## src/hw/rtl/csghc_pkg.sv

```systemverilog
`timescale 1ns / 1ps

package csghc_pkg;

   localparam logic [1:0] REQ_LEFT  = 2'd0;
   localparam logic [1:0] REQ_RIGHT = 2'd1;
   localparam logic [1:0] REQ_END   = 2'd2;

   localparam logic [1:0] OP_UNION     = 2'd0;
   localparam logic [1:0] OP_MINUS     = 2'd1;
   localparam logic [1:0] OP_INTERSECT = 2'd2;
   localparam logic [1:0] OP_RESET     = OP_MINUS;

   typedef struct packed {
      logic [1:0]         req_type;
      logic signed [31:0] hit_t;
   } req_item_type;

   typedef struct packed {
      logic signed [31:0] out_t;
      logic               from_right;
      logic               no_hit;
      logic               overflowed;
      logic               last_out;
   } rsp_item_type;

   typedef struct packed {
      logic hit_load_left;
      logic hit_load_right;
      logic start;
      logic side;
      logic cmp_v;
      logic keep_wr;
      logic scan_start;
      logic scan_v;
      logic scan_side;
      logic prev_clr;
      logic emit;
      logic list_clr;
   } cmd_type;

   typedef struct packed {
      logic emit_last;
      logic rsp_free;
   } stat_type;

endpackage

```

## src/hw/rtl/csghc_dpath.sv

```systemverilog
`timescale 1ns / 1ps

module csghc_dpath import csghc_pkg::*; #(
   parameter int MAX_HITS = 16,
   parameter int T_WIDTH  = 32,
   localparam int IW   = (MAX_HITS > 1) ? $clog2(MAX_HITS) : 1,
   localparam int CW   = $clog2(MAX_HITS + 1),
   localparam int KW   = $clog2(2 * MAX_HITS + 1),
   localparam int KEYW = T_WIDTH + 1 + IW
) (
   input  logic               clock,
   input  logic               reset,
   input  logic               csr_we,
   input  logic [1:0]         csr_wdata,
   input  logic signed [31:0] hit_t,
   input  cmd_type            cmd,
   input  logic [IW-1:0]      addr_left,
   input  logic [IW-1:0]      addr_right,
   input  logic [IW-1:0]      scan_idx,
   output logic [CW-1:0]      left_cnt,
   output logic [CW-1:0]      right_cnt,
   output stat_type           stat,
   output logic               rsp_valid,
   input  logic               rsp_ready,
   output rsp_item_type       rsp_item
);

   logic [1:0]         op_mode_ff;
   logic [1:0]         mode_eff;
   logic [T_WIDTH-1:0] left_mem [MAX_HITS];
   logic [T_WIDTH-1:0] right_mem [MAX_HITS];
   logic [T_WIDTH-1:0] rd_left_ff, rd_right_ff;
   logic [T_WIDTH-1:0] hit_val;
   logic [CW-1:0]      left_cnt_ff, right_cnt_ff;
   logic               ovf_ff;
   logic               left_full, right_full;
   logic               parity_ff;
   logic [MAX_HITS-1:0] keep_left_ff, keep_right_ff;
   logic [KW-1:0]      kept_cnt_ff, out_cnt_ff;
   logic               best_valid_ff, prev_valid_ff;
   logic [KEYW-1:0]    best_key_ff, prev_key_ff;
   logic               rsp_valid_ff;
   rsp_item_type       rsp_ff;

   logic [T_WIDTH-1:0] pivot, other;
   logic               le;
   logic               keep_now;
   logic [IW-1:0]      kidx;
   logic [T_WIDTH-1:0] sval;
   logic [KEYW-1:0]    skey;
   logic               skept;
   logic               cand;
   logic [T_WIDTH-1:0] best_val;

   assign hit_val    = T_WIDTH'(hit_t);
   assign left_full  = (left_cnt_ff == CW'(MAX_HITS));
   assign right_full = (right_cnt_ff == CW'(MAX_HITS));
   assign left_cnt   = left_cnt_ff;
   assign right_cnt  = right_cnt_ff;

   always_comb begin
      case (op_mode_ff)
         OP_MINUS:     mode_eff = OP_MINUS;
         OP_INTERSECT: mode_eff = OP_INTERSECT;
         default:      mode_eff = OP_UNION;
      endcase
   end

   assign pivot = cmd.side ? rd_right_ff : rd_left_ff;
   assign other = cmd.side ? rd_left_ff : rd_right_ff;
   assign le    = ($signed(other) <= $signed(pivot));
   assign kidx  = cmd.side ? addr_right : addr_left;

   always_comb begin
      if (cmd.side) begin
         keep_now = (mode_eff == OP_UNION) ? !parity_ff : parity_ff;
      end else begin
         keep_now = (mode_eff == OP_INTERSECT) ? parity_ff : !parity_ff;
      end
   end

   assign sval  = cmd.scan_side ? rd_right_ff : rd_left_ff;
   assign skey  = {~sval[T_WIDTH-1], sval[T_WIDTH-2:0], cmd.scan_side, scan_idx};
   assign skept = cmd.scan_side ? keep_right_ff[scan_idx] : keep_left_ff[scan_idx];
   assign cand  = cmd.scan_v && skept
                  && (!prev_valid_ff || (skey > prev_key_ff))
                  && (!best_valid_ff || (skey < best_key_ff));

   assign best_val = {~best_key_ff[KEYW-1], best_key_ff[KEYW-2:IW+1]};

   assign stat.emit_last = (kept_cnt_ff == '0) || ((out_cnt_ff + KW'(1)) == kept_cnt_ff);
   assign stat.rsp_free  = !rsp_valid_ff || rsp_ready;

   always_ff @(posedge clock) begin
      if (cmd.hit_load_left && !left_full) begin
         left_mem[left_cnt_ff[IW-1:0]] <= hit_val;
      end
      if (cmd.hit_load_right && !right_full) begin
         right_mem[right_cnt_ff[IW-1:0]] <= hit_val;
      end
      rd_left_ff  <= left_mem[addr_left];
      rd_right_ff <= right_mem[addr_right];
   end

   always_ff @(posedge clock) begin
      if (cmd.keep_wr) begin
         if (cmd.side) begin
            keep_right_ff[kidx] <= keep_now;
         end else begin
            keep_left_ff[kidx] <= keep_now;
         end
      end
      if (cand) begin
         best_key_ff <= skey;
      end
      if (cmd.emit) begin
         prev_key_ff <= best_key_ff;
         rsp_ff.out_t      <= best_valid_ff ? 32'($signed(best_val)) : '0;
         rsp_ff.from_right <= best_valid_ff && best_key_ff[IW];
         rsp_ff.no_hit     <= !best_valid_ff;
         rsp_ff.overflowed <= ovf_ff;
         rsp_ff.last_out   <= stat.emit_last;
      end
   end

   always_ff @(posedge clock) begin
      if (reset) begin
         op_mode_ff    <= OP_RESET;
         left_cnt_ff   <= '0;
         right_cnt_ff  <= '0;
         ovf_ff        <= 1'b0;
         parity_ff     <= 1'b0;
         kept_cnt_ff   <= '0;
         out_cnt_ff    <= '0;
         best_valid_ff <= 1'b0;
         prev_valid_ff <= 1'b0;
         rsp_valid_ff  <= 1'b0;
      end else begin
         if (csr_we) begin
            op_mode_ff <= csr_wdata;
         end

         if (cmd.list_clr) begin
            left_cnt_ff  <= '0;
            right_cnt_ff <= '0;
            ovf_ff       <= 1'b0;
         end else if (cmd.hit_load_left) begin
            if (left_full) begin
               ovf_ff <= 1'b1;
            end else begin
               left_cnt_ff <= left_cnt_ff + CW'(1);
            end
         end else if (cmd.hit_load_right) begin
            if (right_full) begin
               ovf_ff <= 1'b1;
            end else begin
               right_cnt_ff <= right_cnt_ff + CW'(1);
            end
         end

         if (cmd.start || cmd.keep_wr) begin
            parity_ff <= 1'b0;
         end else if (cmd.cmp_v) begin
            parity_ff <= parity_ff ^ le;
         end

         if (cmd.start) begin
            kept_cnt_ff <= '0;
         end else if (cmd.keep_wr && keep_now) begin
            kept_cnt_ff <= kept_cnt_ff + KW'(1);
         end

         if (cmd.scan_start) begin
            best_valid_ff <= 1'b0;
         end else if (cand) begin
            best_valid_ff <= 1'b1;
         end

         if (cmd.prev_clr) begin
            prev_valid_ff <= 1'b0;
            out_cnt_ff    <= '0;
         end else if (cmd.emit) begin
            prev_valid_ff <= best_valid_ff;
            out_cnt_ff    <= out_cnt_ff + KW'(1);
         end

         if (cmd.emit) begin
            rsp_valid_ff <= 1'b1;
         end else if (rsp_ready) begin
            rsp_valid_ff <= 1'b0;
         end
      end
   end

   assign rsp_valid = rsp_valid_ff;
   assign rsp_item  = rsp_ff;

endmodule

```

## src/hw/rtl/csghc_ctrl.sv

```systemverilog
`timescale 1ns / 1ps

module csghc_ctrl import csghc_pkg::*; #(
   parameter int MAX_HITS = 16,
   localparam int IW = (MAX_HITS > 1) ? $clog2(MAX_HITS) : 1,
   localparam int CW = $clog2(MAX_HITS + 1)
) (
   input  logic          clock,
   input  logic          reset,
   input  logic          req_valid,
   output logic          req_ready,
   input  logic [1:0]    req_type,
   input  logic [CW-1:0] left_cnt,
   input  logic [CW-1:0] right_cnt,
   input  stat_type      stat,
   output cmd_type       cmd,
   output logic [IW-1:0] addr_left,
   output logic [IW-1:0] addr_right,
   output logic [IW-1:0] scan_idx
);

   typedef enum logic [3:0] {
      ST_IDLE = 4'b0001,
      ST_KEEP = 4'b0010,
      ST_SCAN = 4'b0100,
      ST_EMIT = 4'b1000
   } state_type;

   state_type     state_ff, state_in;
   logic          side_ff, side_in;
   logic [CW-1:0] i_ff, i_in;
   logic [CW-1:0] j_ff, j_in;
   logic          cmp_v_ff, cmp_v_in;
   logic          sv_ff, sv_in;
   logic          sside_ff, sside_in;
   logic [IW-1:0] sidx_ff, sidx_in;
   logic [CW-1:0] n_self, n_other;

   assign n_self     = side_ff ? right_cnt : left_cnt;
   assign n_other    = side_ff ? left_cnt : right_cnt;
   assign addr_left  = side_ff ? j_ff[IW-1:0] : i_ff[IW-1:0];
   assign addr_right = side_ff ? i_ff[IW-1:0] : j_ff[IW-1:0];
   assign scan_idx   = sidx_ff;

   always_comb begin
      state_in      = state_ff;
      side_in       = side_ff;
      i_in          = i_ff;
      j_in          = j_ff;
      cmp_v_in      = 1'b0;
      sv_in         = 1'b0;
      sside_in      = sside_ff;
      sidx_in       = sidx_ff;
      req_ready     = 1'b0;
      cmd           = '0;
      cmd.side      = side_ff;
      cmd.cmp_v     = cmp_v_ff;
      cmd.scan_v    = sv_ff;
      cmd.scan_side = sside_ff;

      unique case (state_ff)
         ST_IDLE: begin
            req_ready = 1'b1;
            if (req_valid) begin
               unique case (req_type)
                  REQ_LEFT:  cmd.hit_load_left  = 1'b1;
                  REQ_RIGHT: cmd.hit_load_right = 1'b1;
                  REQ_END: begin
                     cmd.start = 1'b1;
                     side_in   = 1'b0;
                     i_in      = '0;
                     j_in      = '0;
                     state_in  = ST_KEEP;
                  end
                  default: ;
               endcase
            end
         end
         ST_KEEP: begin
            if (i_ff == n_self) begin
               i_in = '0;
               j_in = '0;
               if (!side_ff) begin
                  side_in = 1'b1;
               end else begin
                  side_in        = 1'b0;
                  cmd.scan_start = 1'b1;
                  cmd.prev_clr   = 1'b1;
                  state_in       = ST_SCAN;
               end
            end else if (j_ff != n_other) begin
               j_in     = j_ff + CW'(1);
               cmp_v_in = 1'b1;
            end else if (!cmp_v_ff) begin
               cmd.keep_wr = 1'b1;
               i_in        = i_ff + CW'(1);
               j_in        = '0;
            end
         end
         ST_SCAN: begin
            if (!side_ff && i_ff == left_cnt) begin
               side_in = 1'b1;
               i_in    = '0;
            end else if (side_ff && i_ff == right_cnt) begin
               if (!sv_ff) begin
                  state_in = ST_EMIT;
               end
            end else begin
               sv_in    = 1'b1;
               sside_in = side_ff;
               sidx_in  = i_ff[IW-1:0];
               i_in     = i_ff + CW'(1);
            end
         end
         ST_EMIT: begin
            if (stat.rsp_free) begin
               cmd.emit = 1'b1;
               side_in  = 1'b0;
               i_in     = '0;
               if (stat.emit_last) begin
                  cmd.list_clr = 1'b1;
                  state_in     = ST_IDLE;
               end else begin
                  cmd.scan_start = 1'b1;
                  state_in       = ST_SCAN;
               end
            end
         end
         default: state_in = ST_IDLE;
      endcase
   end

   always_ff @(posedge clock) begin
      if (reset) begin
         state_ff <= ST_IDLE;
         side_ff  <= 1'b0;
         i_ff     <= '0;
         j_ff     <= '0;
         cmp_v_ff <= 1'b0;
         sv_ff    <= 1'b0;
         sside_ff <= 1'b0;
         sidx_ff  <= '0;
      end else begin
         state_ff <= state_in;
         side_ff  <= side_in;
         i_ff     <= i_in;
         j_ff     <= j_in;
         cmp_v_ff <= cmp_v_in;
         sv_ff    <= sv_in;
         sside_ff <= sside_in;
         sidx_ff  <= sidx_in;
      end
   end

endmodule

```

## src/hw/rtl/csg_ray_hit_combiner.sv

```systemverilog
`timescale 1ns / 1ps
// CSG ray hit combiner.
// req channel: one item per cycle while idle. Left and right hit items are
// stored (up to MAX_HITS per side, extra hits set the overflow flag). An end
// item starts the combine; no item is taken until its last result is emitted.
// csr port: csr_we writes op_mode (0 union, 1 minus, 2 intersection) at once.
// Combine: the classify pass walks the other list once per stored hit, one
// compare per cycle on one read port of each hit memory. Each result item
// then takes one full walk of both lists plus an emit step. Results leave
// through an output register in ascending order, the last one flagged; an
// empty result gives one no-hit item. A stalled rsp side holds that register,
// and the next walk runs and waits for the slot to free. After the last
// result is taken into the register the block is idle again.
// Reset: lists empty, overflow clear, op_mode minus, no result pending.
module csg_ray_hit_combiner import csghc_pkg::*; #(
   parameter int MAX_HITS = 16,
   parameter int T_WIDTH  = 32
) (
   input  logic         clock,
   input  logic         reset,
   input  logic         csr_we,
   input  logic [1:0]   csr_wdata,
   input  logic         req_valid,
   output logic         req_ready,
   input  req_item_type req_item,
   output logic         rsp_valid,
   input  logic         rsp_ready,
   output rsp_item_type rsp_item
);

   localparam int IW = (MAX_HITS > 1) ? $clog2(MAX_HITS) : 1;
   localparam int CW = $clog2(MAX_HITS + 1);

   cmd_type       cmd;
   stat_type      stat;
   logic [IW-1:0] addr_left, addr_right, scan_idx;
   logic [CW-1:0] left_cnt, right_cnt;

   csghc_ctrl #(
      .MAX_HITS (MAX_HITS)
   ) u_ctrl (
      .clock      (clock),
      .reset      (reset),
      .req_valid  (req_valid),
      .req_ready  (req_ready),
      .req_type   (req_item.req_type),
      .left_cnt   (left_cnt),
      .right_cnt  (right_cnt),
      .stat       (stat),
      .cmd        (cmd),
      .addr_left  (addr_left),
      .addr_right (addr_right),
      .scan_idx   (scan_idx)
   );

   csghc_dpath #(
      .MAX_HITS (MAX_HITS),
      .T_WIDTH  (T_WIDTH)
   ) u_dpath (
      .clock      (clock),
      .reset      (reset),
      .csr_we     (csr_we),
      .csr_wdata  (csr_wdata),
      .hit_t      (req_item.hit_t),
      .cmd        (cmd),
      .addr_left  (addr_left),
      .addr_right (addr_right),
      .scan_idx   (scan_idx),
      .left_cnt   (left_cnt),
      .right_cnt  (right_cnt),
      .stat       (stat),
      .rsp_valid  (rsp_valid),
      .rsp_ready  (rsp_ready),
      .rsp_item   (rsp_item)
   );

   a_cnt_bound: assert property (@(posedge clock) disable iff (reset)
      (left_cnt <= CW'(MAX_HITS)) && (right_cnt <= CW'(MAX_HITS)))
      else $error("hit count beyond capacity");

   a_emit_slot: assert property (@(posedge clock) disable iff (reset)
      cmd.emit |-> stat.rsp_free)
      else $error("result emitted over a pending item");

   a_keep_drained: assert property (@(posedge clock) disable iff (reset)
      cmd.keep_wr |-> !cmd.cmp_v)
      else $error("classify written with compare in flight");

   a_nohit_last: assert property (@(posedge clock) disable iff (reset)
      (rsp_valid && rsp_item.no_hit) |-> (rsp_item.last_out && rsp_item.out_t == 0))
      else $error("no-hit item not final or not zero");

   a_idle_after_last: assert property (@(posedge clock) disable iff (reset)
      (cmd.emit && stat.emit_last) |=> (req_ready && !cmd.scan_v))
      else $error("block not idle after last result");

endmodule

```

## config.mk

```make
export PLATFORM = sky130hd
export DESIGN_NAME = csg_ray_hit_combiner
export DESIGN_NICKNAME = d
export VERILOG_FILES = /design/src/hw/rtl/csghc_pkg.sv /design/src/hw/rtl/csghc_dpath.sv /design/src/hw/rtl/csghc_ctrl.sv /design/src/hw/rtl/csg_ray_hit_combiner.sv
export SDC_FILE = /design/constraint.sdc
export NUM_CORES = 2
export LEC_CHECK = 0
export ABC_AREA = 0
export ABC_CLOCK_PERIOD_IN_PS = 5600
export BUFFER_PORTS_ARGS = -buffer_cell sky130_fd_sc_hd__buf_4
export CORE_ASPECT_RATIO = 0.8
export CORE_MARGIN = 3
export CORE_UTILIZATION = 44
export CTS_CLUSTER_SIZE = 30
export DETAILED_ROUTE_END_ITERATION = 8
export SYNTH_ARGS = -nofsm -noshare
export SYNTH_HDL_FRONTEND = slang
export SYNTH_SLANG_ARGS = --single-unit
```

## constraint.sdc

```tcl
create_clock -name clock -period 5.6 [get_ports clock]
set_input_delay 0.28 -clock clock [delete_from_list [all_inputs] [get_ports clock]]
set_output_delay 0.28 -clock clock [all_outputs]
set_load 0.1 [all_outputs]
```

=== After elaboration in Yosys (flattened, before gate mapping) ===
Memories as Yosys holds them, arrays and structs flattened. A register that Yosys moved wholly into a read port is not among the register bits.
Cells that the tools add are included.

* Flip-flop bits (word level): 193
* RAM bits: 1,024
* Input port bits: 41
* Word-level logic and storage cells: 211
* Memories: 2

* $add $sub $neg: 6
* $lt $le $gt $ge: 6
* Equal/unequal tests: 30
* Mux-type cells: 82
* Bitwise logic cells: 11
* Reductions and logical operators: 47

{| class="wikitable"
|+ Memory list
! memory !! words !! width !! rd ports !! clocked after Yosys merged registers in !! write ports !! line !! source
|-
| u_dpath.left_mem || 16 || 32 || 1 || 1 || 1 || csghc_dpath.sv:30 || <nowiki>logic [T_WIDTH-1:0] left_mem [MAX_HITS];</nowiki>
|-
| u_dpath.right_mem || 16 || 32 || 1 || 1 || 1 || csghc_dpath.sv:31 || <nowiki>logic [T_WIDTH-1:0] right_mem [MAX_HITS];</nowiki>
|}

{| class="wikitable"
|+ Operators with widths
! kind !! number
|-
| 32-bit two-way mux || 3
|-
| 5-bit two-way mux || 13
|-
| 4-bit two-way mux || 11
|-
| 1-bit two-way mux || 39
|-
| 37-bit greater-than comparator || 1
|-
| 37-bit < comparator || 1
|-
| 16-bit bitwise mux || 2
|-
| 32-bit less-or-equal comparator || 1
|-
| 5-bit by 1-bit adder with 5-bit output, second input constant || 4
|-
| 5-bit one-hot mux with 4 select lines || 1
|-
| 4-bit one-hot mux with 4 select lines || 1
|-
| 5-bit equality test || 3
|-
| 6-bit by 1-bit adder with 6-bit output, second input constant || 2
|-
| 2-bit != test, second input constant || 6
|-
| 5-bit equality test, second input constant || 2
|-
| 1-bit logical AND || 10
|-
| 4-bit by 5-bit < comparator with 1-bit output, second input constant || 2
|-
| 1-bit inverter || 10
|-
| 5-bit one-hot mux with 2 select lines || 1
|-
| 2-bit OR reduction || 5
|-
| 3-bit two-way mux || 3
|-
| 3-bit AND reduction || 3
|-
| 1-bit binary-select mux with 4-bit select || 2
|-
| 2-bit by 1-bit != test with 1-bit output, second input constant || 4
|-
| other kinds (30) || 52
|}

=== Depth between registers and ports, before layout ===
* Depth after elaboration: 7
* Gate-level depth with buffers: 14
* Mapped depth without buffers: 9

=== Cells and area by module ===
Synthesis repeated with hierarchy kept, for this count alone.

* Cells, all modules: 2,635
* Area total of the unflattened synthesis: 51,220.4 sq um

{| class="wikitable"
|+ Modules (own cells, without submodules)
! module !! instances !! cells an instance !! area each (sq um) !! sequential area each (sq um)
|-
| csghc_dpath || 1 || 2,439 || 49,598.8 || 36,875.4
|-
| csghc_ctrl || 1 || 196 || 1,621.6 || 440.4
|}

=== Worst setup path after synthesis ===
Ideal clock, no wire load.

* Path kind: register to register
* From: register u_ctrl.sside_ff
* To: register u_dpath.best_key_ff[0], enable pin
* Library setup time: 0.488 ns
* Arrival: 5.590 ns
* Required time: 5.112 ns
* Setup slack: -0.477 ns
* Cell stages (with the launch flop): 11
* Cell sequence: dfxtp_1 -> clkbuf_1 -> clkbuf_1 -> mux2_2 -> ha_1 -> nand4_1 -> or4_1 -> nor3_1 -> a21oi_1 -> a21o_1 -> a211oi_1

* Elaborated cells on any way between the ends: 10

{| class="wikitable"
|+ RTL lines
! what !! line !! source
|-
| start: declaration || csghc_ctrl.sv:35 || <nowiki>logic sside_ff, sside_in;</nowiki>
|-
| start signal: assignment || csghc_ctrl.sv:150 || <nowiki>sside_ff <= sside_in;</nowiki>
|-
| 32-bit two-way mux * || csghc_dpath.sv:82 || <nowiki>assign sval = cmd.scan_side ? rd_right_ff : rd_left_ff;</nowiki>
|-
| named net u_dpath.skey[35] || csghc_dpath.sv:50 || <nowiki>logic [KEYW-1:0] skey;</nowiki>
|-
| 37-bit greater-than comparator || csghc_dpath.sv:86 || <nowiki>&& (!prev_valid_ff || (skey > prev_key_ff))</nowiki>
|-
| 1-bit logical OR || csghc_dpath.sv:86 ||
|-
| 1-bit logical AND || csghc_dpath.sv:86 ||
|-
| 1-bit logical AND * || csghc_dpath.sv:87 || <nowiki>&& (!best_valid_ff || (skey < best_key_ff));</nowiki>
|-
| named net u_dpath.cand || csghc_dpath.sv:52 || <nowiki>logic cand;</nowiki>
|-
| end signal: assignment || csghc_dpath.sv:114 || <nowiki>best_key_ff <= skey;</nowiki>
|-
| end: declaration || csghc_dpath.sv:41 || <nowiki>logic [KEYW-1:0] best_key_ff, prev_key_ff;</nowiki>
|}

The timed path passes the listed nets; every way through them passes the cells marked *.
A chain may end at the register's enable or synchronous reset.

=== Worst setup path after layout ===
* From: register u_ctrl.sside_ff
* To: register u_dpath.best_key_ff[8], enable pin

* Longest elaborated chain between the ends: 6
* Elaborated cells on any way between the ends: 10

{| class="wikitable"
|+ RTL lines
! what !! line !! source
|-
| 32-bit two-way mux * || csghc_dpath.sv:82 ||
|-
| 1-bit inverter * || csghc_dpath.sv:83 || <nowiki>assign skey = {~sval[T_WIDTH-1], sval[T_WIDTH-2:0], cmd.scan_side, scan_idx};</nowiki>
|-
| named net u_dpath.skey[36] || csghc_dpath.sv:50 ||
|-
| 37-bit greater-than comparator || csghc_dpath.sv:86 ||
|-
| 1-bit logical OR || csghc_dpath.sv:86 ||
|-
| 1-bit logical AND || csghc_dpath.sv:86 ||
|-
| 1-bit logical AND * || csghc_dpath.sv:87 ||
|-
| named net u_dpath.cand || csghc_dpath.sv:52 ||
|}

Marked as above.

==> results.md <==
- Fin. Hold Viols: 0
- PnR worst setup slack: around 1500 ps
- Area growth syn-to-layout: 14.19%
- Maximum vdd drop: roughly 0.27 mV
- Compound-Gate Fraction of Synth Area: between 3 and 4%
- Worst reg2reg setup slack: 1540 ps
- Netlist Area Pre-Place: slightly above 0.05 mm2
- Non-Filler Instances: approximately 4700
- Sequential power share: a little over half
- CP endpoint kind: flip-flop
- Die width: between 300 and 400 um
- Met1 usage: a little under a third
- CP Launch Point: u_ctrl.sside_ff$_SDFFE_PP0P_
- Worst R2R Start: u_ctrl.sside_ff$_SDFFE_PP0P_
- CTS max path bufs: 3
- Critical Path, Cell by Cell: buf_4 -> mux2i_1 -> ha_1 -> nand4_1 -> or4_1 -> nor3_1 -> a21oi_1 -> a21o_1 -> a211oi_4 -> buf_12
- Avg Inst Size Synth: ~18 um2
- Row cnt: 111
- Antenna Nets Post-Route: 0
- CP peak stage delay: 610 ps
- Net Sw Power: approximately 4.2 mW
- Post-synthesis mux area share: around 14%
- CTS resizes: 0
- Die ar.: 0.1216 mm2
- Drt pass-1 iters: 5
- Number of synthesized register bits: approximately 1300
- WP data arrival: around 4500 ps
- DR vias: ~27000
- Ant. Diodes: 0
- Total congestion overflow: 0
- Drt wl/cell: about 28 um
- Period minus WS final: between 4000 and 5000 ps
- Met2 Use GR: between 30% and 40%
- Clk root buf: clkbuf_16
- Clock transition at path regs: roughly 60 ps
- Comb power frac: between 4 and 5%
- Largest family of logic cells by synthesized area: multiplexers
- Setup Viol. Count Final: 0
- Synth warn: 0
- Yosys top cell by area: edfxtp_1
- Largest net degree at the start of global routing: 66
- Critical R2R Capture: u_dpath.best_key_ff[8]$_DFFE_PP_
- Cells after synthesis: about 2900
- Initial antenna violation count: 2
- Global-route wire length before repair: 189.5 mm
- Unique masters post-synth: 63
- XOR/XNOR Fraction of Synth Area: less than 1%
- Slew Limit Fails: 0
- Routed WL: 128.5 mm
- Sw Share: around a fifth
- Sink Count: approximately 1300
- RSZ-0062 raised after global routing: no
- CP Data Required Time: around 6000 ps
- # IOs: 79
- Crit. path cell count: 10
- CTS tree: yes
- Fin Setup TNS: 0 ps
- Synth Net Count: ~3000
- CP endpoint: u_dpath.best_key_ff[8]$_DFFE_PP_
- Slew @ Worst Pin: ~1200 ps
- R2R cell count: 10
- Post-synth EDFFs: approximately 1200
- Starting Density: 44.73%
- Overall power: 19.63 mW
- Int Pwr: roughly 15 mW
- Max-cap violations: 0
- Net count, final: 3200
- Slowest CP cell: dfxtp_2
- Die Height: ~310 um
- Pwr Density: ~330 mW/mm2
- Drc violations: 0
- Buf/Inv on CP: 2
- Critical path launch point type: flip-flop
- Count of input and output buffers: 78
- Clock Skews: 27.69 ps
- Crit Path Max Fanout: 27
- Slew headroom: a little under a fifth
- Most used DFF post-synth: edfxtp_1
- Sequential fraction of the synthesis area: 72.20%
- Synth top area cells: edfxtp_1 68%, mux4_2 12%, dfxtp_1 4.5%, ha_1 3.0%, mux2_2 1.4%
- Post-DP HPWL: ~78 mm
- Adder-cell share of the synthesized area: just under 3%
- Pre-CTS WS: about 1500 ps
- Core footprint: ~0.12 mm2
- Part of the cycle the worst path needs: slightly above 70%
- 1st-iter DRT viols: around 2600
- Highest clock rate: about 0.25 GHz
- GRT Util Overall: 21.24%
- Layout cells sized above 1: ~23%
- Vias in the first global route: between 20000 and 30000
- Crit path kind: reg -> reg
- Routed vias/inst: between 5 and 6
- Clock Latency Late Sink: 730 ps
- Async set-reset flop share out of synthesis: 0%
- Top Family by Delay on Critical Path: simple AND/OR/NAND/NOR gates
- H-tree levels: 3
- Num CTS Buffers: roughly 120
- Placer's final routability congestion estimate: 0.8191
- Min-Delay Path Class: in -> reg
- Clk network pwr share: 41.3%
- GRT met3 Usage: roughly 5%
- Post-CTS setup buffer count: 0
- Top cell type's share of synthesized area: a little under 70%
- Status: complete, no violations
- Post-synthesis simple-gate area fraction: around 4.8%
- Grt peak-use layer: met2
- Placed cell count: 4398
- Leakage power: between 15 and 20 nW
worst min path at each step:
stage                                     start                               end  slack, ps  cells past startpoint
2_1_floorplan                       req_item[0]  u_dpath.left_mem[0][0]$_DFFE_PP_        380                      0
3_3_place_gp   u_dpath.best_key_ff[0]$_DFFE_PP_  u_dpath.prev_key_ff[0]$_DFFE_PP_        430                      0
3_5_place_dp        u_dpath.ovf_ff$_SDFFE_PP0P_     u_dpath.rsp_item[1]$_DFFE_PP_        430                      0
4_1_cts                            req_item[32]  u_dpath.left_cnt[1]$_SDFFE_PP0P_         20                      4
5_1_grt                            req_item[32]  u_dpath.left_cnt[1]$_SDFFE_PP0P_         70                      4
6_report                           req_item[32]  u_dpath.left_cnt[1]$_SDFFE_PP0P_         70                      4
synth_stat cells (all sizes together), types with 5 or more instances:
master	count
nand2b	10
nand4	20
mux4	265
nor4b	6
nor4	7
mux2	65
or3	6
a211oi	74
mux2i	59
edfxtp	1166
xnor2	24
a21o	9
dfxtp	115
inv	91
nor3	14
buf	61
a21oi	58
nand2	194
clkbuf	75
o21ai	25
ha	122
and2	68
and4	7
nor2b	5
o31ai	5
nand3	23
a31oi	65
nor2	145
xor2	24
cell families after synthesis:
kind of cell | after synthesis
flops | 1281
buf+inv | 227
fa+ha+maj | 122
compound gates | 260
simple gates | 525
xor+xnor | 48
mux | 389
power by group through the flow:
stage	clock network (mW)	logic [mW]	registers, mW
6_report	8.11	0.932	10.6
5_1_grt	8.64	1.03	10.6
4_1_cts	8.26	0.944	10.6
3_5_place_dp	0	0.915	10.8
3_3_place_gp	0	0.883	10.8
2_1_floorplan	0	0.614	10.7
cell type report:
cell class / instances / area, um2
fillers: 9252 / 56540
inverters: 91 / 342.8
repair buffers: 198 / 1727
clock inverters: 72 / 685.7
well taps: 1525 / 1908
multi-input cells: 1344 / 13790
clock buffers: 152 / 3236
flip-flops and latches: 1281 / 37320
timing repair:
item	4_1_cts	5_1_grt
hold buffers	41	0
hold endpoints to repair	1044	0
endpoints found under the setup margin	0	0
cell usage in the layout (no fill, tap or decap), types with 24 or more instances in the layout:
| cell | n |
|---|---|
| dfxtp_1 | 113 |
| ha_1 | 122 |
| inv_1 | 90 |
| mux2_2 | 65 |
| a21oi_1 | 58 |
| clkinv_2 | 24 |
| dlygate4sd3_1 | 41 |
| nor2_4 | 24 |
| a211oi_1 | 72 |
| xor2_1 | 24 |
| and2_1 | 63 |
| mux2i_1 | 51 |
| nor2_1 | 121 |
| mux4_2 | 265 |
| a31oi_1 | 65 |
| clkbuf_16 | 122 |
| nand2_1 | 193 |
| buf_4 | 146 |
| edfxtp_1 | 1166 |
routing by layer:
layer  share of wire, %  vias up
met2                 45      952
met3                8.4      164
met4                1.8        0
met1                 45    14393
li1                   -    11677
met5                  0        -
sequential cells by signal (all words and copies together) (netlist names), 16 cells and up:
name,cells
u_dpath.prev_key_ff,37
u_dpath.right_mem,512
u_dpath.keep_left_ff,16
u_dpath.rsp_item,36
u_dpath.best_key_ff,37
u_dpath.rd_left_ff,32
u_dpath.keep_right_ff,16
u_dpath.rd_right_ff,32
u_dpath.left_mem,512
worst reg2reg max path, delay by kind of cell, from the launching register on:
| kind | cells | cell delay, ps |
|---|---|---|
| DFF | 1 | 610 |
| adders and majority gates | 1 | 210 |
| muxes | 1 | 350 |
| AOI/OAI and AO/OA | 3 | 920 |
| buffers and inverters | 2 | 660 |
| and+or+nand+nor | 3 | 960 |
per-stage QoR:
step                cell area (um2)  hold slack [ps]  util [%]
floorplan                     51690            378.9         -
global placement              54680            427.7     47.32
detailed placement            54680            429.5     47.32
CTS                           59010            19.94     51.07
global route                  59010            71.01     51.07
finish                        59010            65.09     51.07
No activity file was read; power rests on OpenSTA's default activity.
